### config.mk
export PLATFORM = sky130hd
export DESIGN_NAME = work_stealing_task_dispatch
export DESIGN_NICKNAME = d
export VERILOG_FILES = /design/src/wstd_pkg.sv /design/src/wstd_front.sv /design/src/wstd_back.sv /design/src/work_stealing_task_dispatch.sv
export SDC_FILE = /design/constraint.sdc
export NUM_CORES = 1
export LEC_CHECK = 0
export BUFFER_PORTS_ARGS = -buffer_cell sky130_fd_sc_hd__buf_2
export CORE_MARGIN = 2
export CORE_UTILIZATION = 40
export DETAILED_ROUTE_END_ITERATION = 6
export GPL_TIMING_DRIVEN = 0
export PLACE_DENSITY = 0.62
export REMOVE_ABC_BUFFERS = 1
export SLEW_MARGIN = 30
export SYNTH_ARGS = -nofsm -noshare
export SYNTH_HDL_FRONTEND = slang
export SYNTH_SLANG_ARGS = --single-unit
### constraint.sdc
create_clock -name clk -period 4.6 [get_ports clk]
set_input_delay 0 -clock clk [delete_from_list [all_inputs] [get_ports clk]]
set_output_delay 0 -clock clk [all_outputs]
set_load 0.005 [all_outputs]
### src/wstd_pkg.sv
// ----------------------------------------------------------------------------
// wstd_pkg: shared types and constants for the work-stealing dispatcher
// Payload words, front/back queue entry and back-end state encoding.
// ----------------------------------------------------------------------------
package wstd_pkg;

	localparam int NUM_WORKERS_DEF  = 4;
	localparam int QUEUE_DEPTH_DEF  = 16;
	localparam int TASK_ID_BITS_DEF = 16;

	localparam logic MODE_ENQ   = 1'b0;
	localparam logic MODE_FETCH = 1'b1;

	typedef struct packed {
		logic        mode;
		logic [15:0] task_id;
		logic [1:0]  worker_index;
	} in_word_t;

	typedef struct packed {
		logic        accepted;
		logic [15:0] task_out;
		logic [1:0]  queue_used;
		logic        stolen;
		logic        any_pending;
	} out_word_t;

	typedef enum logic [1:0] {
		ST_IDLE,
		ST_PROBE,
		ST_READ,
		ST_DONE
	} back_state_t;

endpackage

### src/wstd_front.sv
// ----------------------------------------------------------------------------
// wstd_front: command front end
// Takes words on start, masks the task id and pushes them into a two-entry
// queue toward the back end.
// ----------------------------------------------------------------------------
module wstd_front (
	input  logic               clk,
	input  logic               arst_n,
	input  logic               start,
	input  wstd_pkg::in_word_t in_word,
	output logic               busy,
	output logic               q_valid,
	output wstd_pkg::in_word_t q_word,
	input  logic               q_pop
);
	import wstd_pkg::*;

	parameter int TASK_ID_BITS = TASK_ID_BITS_DEF;

	localparam int MB = (TASK_ID_BITS < 16) ? TASK_ID_BITS : 16;

	in_word_t   fifo_q [2];
	logic       wr_q, rd_q;
	logic [1:0] cnt_q;
	logic       push;
	in_word_t   masked;

	always_comb begin
		masked = in_word;
		masked.task_id = in_word.task_id & 16'((17'd1 << MB) - 17'd1);
	end

	assign busy    = (cnt_q == 2'd2);
	assign push    = start && !busy;
	assign q_valid = (cnt_q != 2'd0);
	assign q_word  = fifo_q[rd_q];

	always_ff @(posedge clk) begin
		if (push) fifo_q[wr_q] <= masked;
	end

	always_ff @(posedge clk or negedge arst_n) begin
		if (!arst_n) begin
			wr_q  <= 1'b0;
			rd_q  <= 1'b0;
			cnt_q <= 2'd0;
		end else begin
			if (push) wr_q <= ~wr_q;
			if (q_pop) rd_q <= ~rd_q;
			cnt_q <= cnt_q + 2'(push) - 2'(q_pop);
		end
	end

endmodule

### src/wstd_back.sv
// ----------------------------------------------------------------------------
// wstd_back: queue engine
// Holds per-worker head/count and the task store memory; performs enqueue,
// own pop and a one-queue-per-cycle steal probe.
// ----------------------------------------------------------------------------
module wstd_back #(
	parameter int NUM_WORKERS = wstd_pkg::NUM_WORKERS_DEF,
	parameter int QUEUE_DEPTH = wstd_pkg::QUEUE_DEPTH_DEF
) (
	input  logic                clk,
	input  logic                arst_n,
	input  logic                q_valid,
	input  wstd_pkg::in_word_t  q_word,
	output logic                q_pop,
	output logic                done,
	output wstd_pkg::out_word_t result
);
	import wstd_pkg::*;

	localparam int WB = (NUM_WORKERS > 1) ? $clog2(NUM_WORKERS) : 1;
	localparam int QB = (QUEUE_DEPTH > 1) ? $clog2(QUEUE_DEPTH) : 1;
	localparam int CB = $clog2(QUEUE_DEPTH + 1);
	localparam int SB = WB + QB;

	// address is {worker, slot}, so each worker owns a power-of-two region
	logic [15:0] store_q [NUM_WORKERS << QB];
	logic [QB-1:0] head_q [NUM_WORKERS];
	logic [CB-1:0] count_q [NUM_WORKERS];
	logic [WB-1:0] target_q;

	back_state_t st_q, st_d;
	in_word_t    cmd_q;
	logic [WB-1:0] probe_q, probe_d, used_q, used_d;
	logic [WB:0]   left_q, left_d;
	logic          stl_q, stl_d, acc_q, acc_d;
	logic          take, take_back, do_enq, rd_en;
	logic [SB-1:0] rd_addr, wr_addr;
	logic [15:0]   rd_data_q;
	logic [WB:0]   widx_ext;
	logic [WB-1:0] widx_base;
	logic          own_ok;
	logic [QB-1:0] slot;
	logic          pend;

	function automatic logic [WB-1:0] ring_next(input logic [WB-1:0] v);
		ring_next = (32'(v) + 1 >= NUM_WORKERS) ? '0 : WB'(32'(v) + 1);
	endfunction

	function automatic logic [QB-1:0] qwrap(input logic [QB:0] v);
		qwrap = (32'(v) >= QUEUE_DEPTH) ? QB'(32'(v) - QUEUE_DEPTH) : QB'(v);
	endfunction

	always_comb begin
		pend = 1'b0;
		for (int i = 0; i < NUM_WORKERS; i++) pend |= (count_q[i] != '0);
	end

	assign widx_ext = (WB + 1)'(q_word.worker_index);

	// index is below 4 and there are at least two workers: one subtract wraps it
	assign widx_base = (32'(widx_ext) < NUM_WORKERS) ? WB'(widx_ext) :
		WB'(32'(widx_ext) - NUM_WORKERS);

	always_comb begin
		st_d = st_q; probe_d = probe_q; used_d = used_q; left_d = left_q;
		stl_d = stl_q; acc_d = acc_q;
		q_pop = 1'b0; take = 1'b0; take_back = 1'b0; do_enq = 1'b0;
		own_ok = 1'b0;
		rd_en = 1'b0; rd_addr = '0;
		wr_addr = {target_q, qwrap({1'b0, head_q[target_q]} + (QB + 1)'(count_q[target_q]))};
		slot = '0;
		unique case (st_q)
			ST_IDLE: begin
				if (q_valid) begin
					q_pop = 1'b1;
					stl_d = 1'b0; acc_d = 1'b0; used_d = '0;
					if (q_word.mode == MODE_ENQ) begin
						do_enq = 1'b1;
						used_d = target_q;
						acc_d = (32'(count_q[target_q]) < QUEUE_DEPTH);
						st_d = ST_DONE;
					end else begin
						own_ok = (32'(widx_ext) < NUM_WORKERS) &&
							(count_q[WB'(q_word.worker_index)] != '0);
						if (own_ok) begin
							take = 1'b1;
							used_d = WB'(q_word.worker_index);
							acc_d = 1'b1;
							rd_en = 1'b1;
							rd_addr = {used_d, head_q[used_d]};
							st_d = ST_READ;
						end else begin
							probe_d = ring_next(widx_base);
							left_d = (32'(widx_ext) < NUM_WORKERS) ?
								(WB + 1)'(NUM_WORKERS - 1) : (WB + 1)'(NUM_WORKERS);
							st_d = ST_PROBE;
						end
					end
				end
			end
			ST_PROBE: begin
				if (left_q == '0) begin
					st_d = ST_DONE;
				end else if (count_q[probe_q] != '0) begin
					take_back = 1'b1;
					used_d = probe_q; acc_d = 1'b1; stl_d = 1'b1;
					slot = qwrap({1'b0, head_q[probe_q]} + (QB + 1)'(count_q[probe_q] - 1'b1));
					rd_en = 1'b1;
					rd_addr = {probe_q, slot};
					st_d = ST_READ;
				end else begin
					probe_d = ring_next(probe_q);
					left_d = left_q - 1'b1;
				end
			end
			ST_READ: st_d = ST_DONE;
			ST_DONE: st_d = ST_IDLE;
			default: st_d = ST_IDLE;
		endcase
	end

	always_ff @(posedge clk) begin
		if (do_enq && acc_d) store_q[wr_addr] <= q_word.task_id;
		if (rd_en) rd_data_q <= store_q[rd_addr];
	end

	always_ff @(posedge clk) begin
		cmd_q <= (st_q == ST_IDLE) ? q_word : cmd_q;
	end

	always_ff @(posedge clk or negedge arst_n) begin
		if (!arst_n) begin
			st_q <= ST_IDLE; target_q <= '0;
			probe_q <= '0; used_q <= '0; left_q <= '0; stl_q <= 1'b0; acc_q <= 1'b0;
			for (int i = 0; i < NUM_WORKERS; i++) begin
				head_q[i] <= '0; count_q[i] <= '0;
			end
		end else begin
			st_q <= st_d; probe_q <= probe_d; used_q <= used_d; left_q <= left_d;
			stl_q <= stl_d; acc_q <= acc_d;
			if (do_enq) begin
				target_q <= ring_next(target_q);
				if (acc_d) count_q[target_q] <= count_q[target_q] + 1'b1;
			end
			if (take) begin
				head_q[used_d] <= qwrap({1'b0, head_q[used_d]} + 1'b1);
				count_q[used_d] <= count_q[used_d] - 1'b1;
			end
			if (take_back) count_q[probe_q] <= count_q[probe_q] - 1'b1;
		end
	end

	assign done = (st_q == ST_DONE);
	always_comb begin
		result.accepted    = acc_q;
		result.task_out    = (acc_q && cmd_q.mode == MODE_FETCH) ? rd_data_q : 16'd0;
		result.queue_used  = 2'(used_q);
		result.stolen      = stl_q;
		result.any_pending = pend;
	end

endmodule

### src/work_stealing_task_dispatch.sv
// ----------------------------------------------------------------------------
// work_stealing_task_dispatch: per-worker task queues with stealing
// Back end state sequence per word: enqueue IDLE, DONE; own fetch IDLE, READ,
// DONE; steal IDLE, PROBE, READ, DONE; miss IDLE, PROBE, DONE (probe visits one
// queue per cycle). The back end pops a word only in IDLE, one word at a time.
// The two-word front queue raises busy only when full.
// Asynchronous reset empties all queues; the task store is not cleared.
// Results are strobed for one cycle; the receiver cannot stall.
// ----------------------------------------------------------------------------
module work_stealing_task_dispatch #(
	parameter int NUM_WORKERS  = wstd_pkg::NUM_WORKERS_DEF,
	parameter int QUEUE_DEPTH  = wstd_pkg::QUEUE_DEPTH_DEF,
	parameter int TASK_ID_BITS = wstd_pkg::TASK_ID_BITS_DEF
) (
	input  logic                clk,
	input  logic                arst_n,
	input  logic                start,
	input  wstd_pkg::in_word_t  in_word,
	output logic                busy,
	output logic                done,
	output wstd_pkg::out_word_t result
);
	import wstd_pkg::*;

	logic     q_valid, q_pop;
	in_word_t q_word;

	wstd_front #(.TASK_ID_BITS(TASK_ID_BITS)) u_front (
		.clk, .arst_n, .start, .in_word, .busy, .q_valid, .q_word, .q_pop
	);

	wstd_back #(.NUM_WORKERS(NUM_WORKERS), .QUEUE_DEPTH(QUEUE_DEPTH)) u_back (
		.clk, .arst_n, .q_valid, .q_word, .q_pop, .done, .result
	);

endmodule

==> qor.txt <==
H-tree Lvls: 3
Final Wtd Congestion: 0.871
crit path launch: u_back.probe_q[0]
FF-to-FF path depth: 18
Reg clk slew, reported paths: 0.06 ns
top-count cell post-synth: edfxtp_1
crit-path cells: buf_4, mux4_2, inv_4, ha_4, inv_4, fa_2, xor2_2, nor3b_4, buf_4, or3_4, buf_16, nor2_4, buf_16, buf_16, nand3_1, nand4_1, nand4_1, and4_4
die area: 119000 µm²
violated checks: setup timing
WP data required: 5.06 ns
worst r2r src: u_back.probe_q[0]
Avg WL per Cell: 23.9 µm
Final Cycle Share: 101%
synth cell count leaders: 1079 x edfxtp_1, 941 x nand2_1, 520 x nand3_1, 125 x nand4_1, 124 x mux2i_1
clock period minus worst slack: 4.63 ns
critical path depth: 18
Boundary Pins: 45
vias per cell: 5.62
vias in the first global route: 28700
delay-heaviest family, CP: simple AND/OR/NAND/NOR gates
area share of the largest cell type after synthesis: 69.4%
Max transition margin: 25.8%
core area: 116000 µm²
P&R area growth vs syn: 19.6%
post-synth cell types: 74
number of synthesized flops with an enable pin: 1079
mapped cell area: 46700 µm²
Design Area, Final: 55800 µm²
CP dominant cell by count: buf_16
Mapped Cells: 3536
placed cell areas: 50000 µm²
PortBufs: 44
CP Class: reg2reg
kind of end point of the critical path: flop
Die Ht: 346 µm
RSZ-0062 raised after global routing: true
ys async rst share: 4.68%
largest net degree at the start of global routing: 65
synth top area cells: edfxtp_1 69%, nand2_1 7.6%, nand3_1 5.6%
total CTS buffers: 112
total gr overflow: 0
Final Hold Vio Count: 0
outcome: finished, violations left
Worst-Margin Slew: 1.11 ns
fmax: 216 MHz
final core utilization: 48.2%
Clock Latency Late Sink: 0.71 ns
layout cells sized above 1: 16.4%
Synth Warn #: 0
Finish-stage setup viols: 5
TritonCTS sink count: 1132
post-synth top area cell: edfxtp_1
# fillers: 9740
Setup Skew: 0.0278 ns
Hold Path Stages: 2
hold slack: 0.0400 ns
initial drt markers: 3652
Worst setup SP type: flop
Bufs and invs on worst path: 7
HP Class: in2reg
# Max-Cap Violations: 0
Pwr Density: 820 nW/µm²
static leakage: 0.0195 µW
register area share after synthesis: 72.3%
vias: 30000
DRT Pass-1 Iters: 6
Die X: 346 µm
Peak VDD IR: 528 µV
CTS tree: done
Setup TNS Final: -0.0767 ns
Max Buffers Root-to-Sink: 3
final net count: 3771
flop2flop setup slack: -0.03 ns
# DRC: 0
crit path to: u_back.rd_data_q[1]
Starting Density: 40.3%
post-route antenna net violation count: 0
R2R Path End: u_back.rd_data_q[1]
Main synth FF type: edfxtp_1
Global Route Usage Sum: 20.7%
first-pass GRT wire length: 186000 µm
post-DP HPWL: 74000 µm
Slowest Stage Delay on Critical Path: 0.51 ns
Slowest-stage cell, CP: dfrtp_4
Max FO, Critical Path: 35
std cell rows: 125
Synth Register Bits: 1132
Overall Power: 45800 µW
initial antenna violation count: 1
Slew Limit Fails: 0
Setup WS post-layout: -0.0267 ns
WP data arrival: 5.08 ns
Post-Syn Area per Cell: 13.2 µm²
final WL: 128000 µm
clock root buffer: clkbuf_16
[stage by stage]
| stage | cells | worst slack [ns] |
|---|---|---|
| 4_1_cts | 5316 | -0.203 |
| 2_1_floorplan | 3328 | -11.78 |
| 6_report | 5337 | -0.0267 |
| 3_5_place_dp | 5013 | -1.60 |
| 5_1_grt | 5336 | -0.133 |
| 3_3_place_gp | 4896 | -24.30 |
[cells by family after synthesis]
kind of cell	Yosys count	synth area share (%)
compound gates	166	2.74
simple gates	1767	16.9
xor+xnor	22	0.413
fa+ha+maj	29	0.809
mux	183	4.55
flops	1132	72.3
buf+inv	237	2.34
[power breakdown]
part / total (µW) / internal [µW] / switching, µW
clock: 9430 / 5500 / 3930
sequential: 13700 / 13200 / 488
combinational: 22700 / 7830 / 14900
total: 45800 / 26500 / 19300
[repair_timing]
item,in CTS,in global routing
hold buffers,28,0
gates cloned,9,3
endpoints found under the setup margin,1070,886
pin swaps,53,24
resized for setup,84,46
buffers inserted,66,19
endpoints found under the hold margin,113,0
[how the worst min path moves through the flow]
stage | startpoint | to
2_1_floorplan | arst_n | u_back.acc_q
3_3_place_gp | in_word[7] | u_front.fifo_q[0][7]
3_5_place_dp | arst_n | u_back.count_q[6]
4_1_cts | in_word[3] | u_front.fifo_q[1][3]
5_1_grt | in_word[3] | u_front.fifo_q[1][3]
6_report | in_word[3] | u_front.fifo_q[1][3]
[layout make-up]
cell class	instances	area [µm²]	area share [%]
timing repair buffer	275	3460	6.19
tap	1524	1910	3.42
sequential	1132	33700	60.4
antenna	1	2.50	0.00448
clock inverter	65	798	1.43
inverter	29	114	0.204
clock buffer	141	2950	5.29
multi-input combinational	2170	12900	23.0
[flip-flops by register name, indices dropped and copies added (netlist names)]
| register | cells |
|---|---|
| u_back.acc_q | 1 |
| u_back.cmd_q | 1 |
| u_back.count_q | 20 |
| u_back.head_q | 16 |
| u_back.left_q | 3 |
| u_back.probe_q | 2 |
| u_back.rd_data_q | 16 |
| u_back.st_q | 2 |
| u_back.stl_q | 1 |
| u_back.store_q | 1024 |
| u_back.target_q | 2 |
| u_back.used_q | 2 |
| u_front.cnt_q | 2 |
| u_front.fifo_q | 38 |
| u_front.rd_q | 1 |
| u_front.wr_q | 1 |
[metal layers]
layer	share of wire, %	GRT usage, %	wire [µm]
met4	3.9	8.23	4930
met2	47	33.0	59800
met3	8.0	3.01	10200
met1	41	28.6	52800
met5	0	0	0
[worst reg2reg max path, cell delays in order, from the launching register on]
cell	delay, ns
dfrtp_4	0.51
buf_4	0.15
mux4_2	0.47
inv_4	0.10
ha_4	0.15
inv_4	0.07
fa_2	0.41
xor2_2	0.19
nor3b_4	0.16
buf_4	0.15
or3_4	0.36
buf_16	0.17
nor2_4	0.20
buf_16	0.15
buf_16	0.20
nand3_1	0.14
nand4_1	0.22
nand4_1	0.29
and4_4	0.28
[layout by cell type (no fill, tap or decap), types with 19 or more instances in the layout]
| cell type | count |
|---|---|
| ha_1 | 23 |
| buf_4 | 72 |
| mux2i_1 | 122 |
| edfxtp_1 | 1079 |
| nor2_1 | 34 |
| nand2_1 | 928 |
| dfrtp_1 | 48 |
| dlygate4sd3_1 | 27 |
| buf_16 | 24 |
| clkinv_1 | 19 |
| buf_6 | 50 |
| clkbuf_16 | 116 |
| clkbuf_1 | 27 |
| inv_1 | 24 |
| a32oi_1 | 57 |
| nor2_4 | 60 |
| buf_12 | 36 |
| nand3_1 | 511 |
| nand4_1 | 125 |
| buf_2 | 43 |
| mux2_2 | 21 |
(Power assumes the default switching activity.)
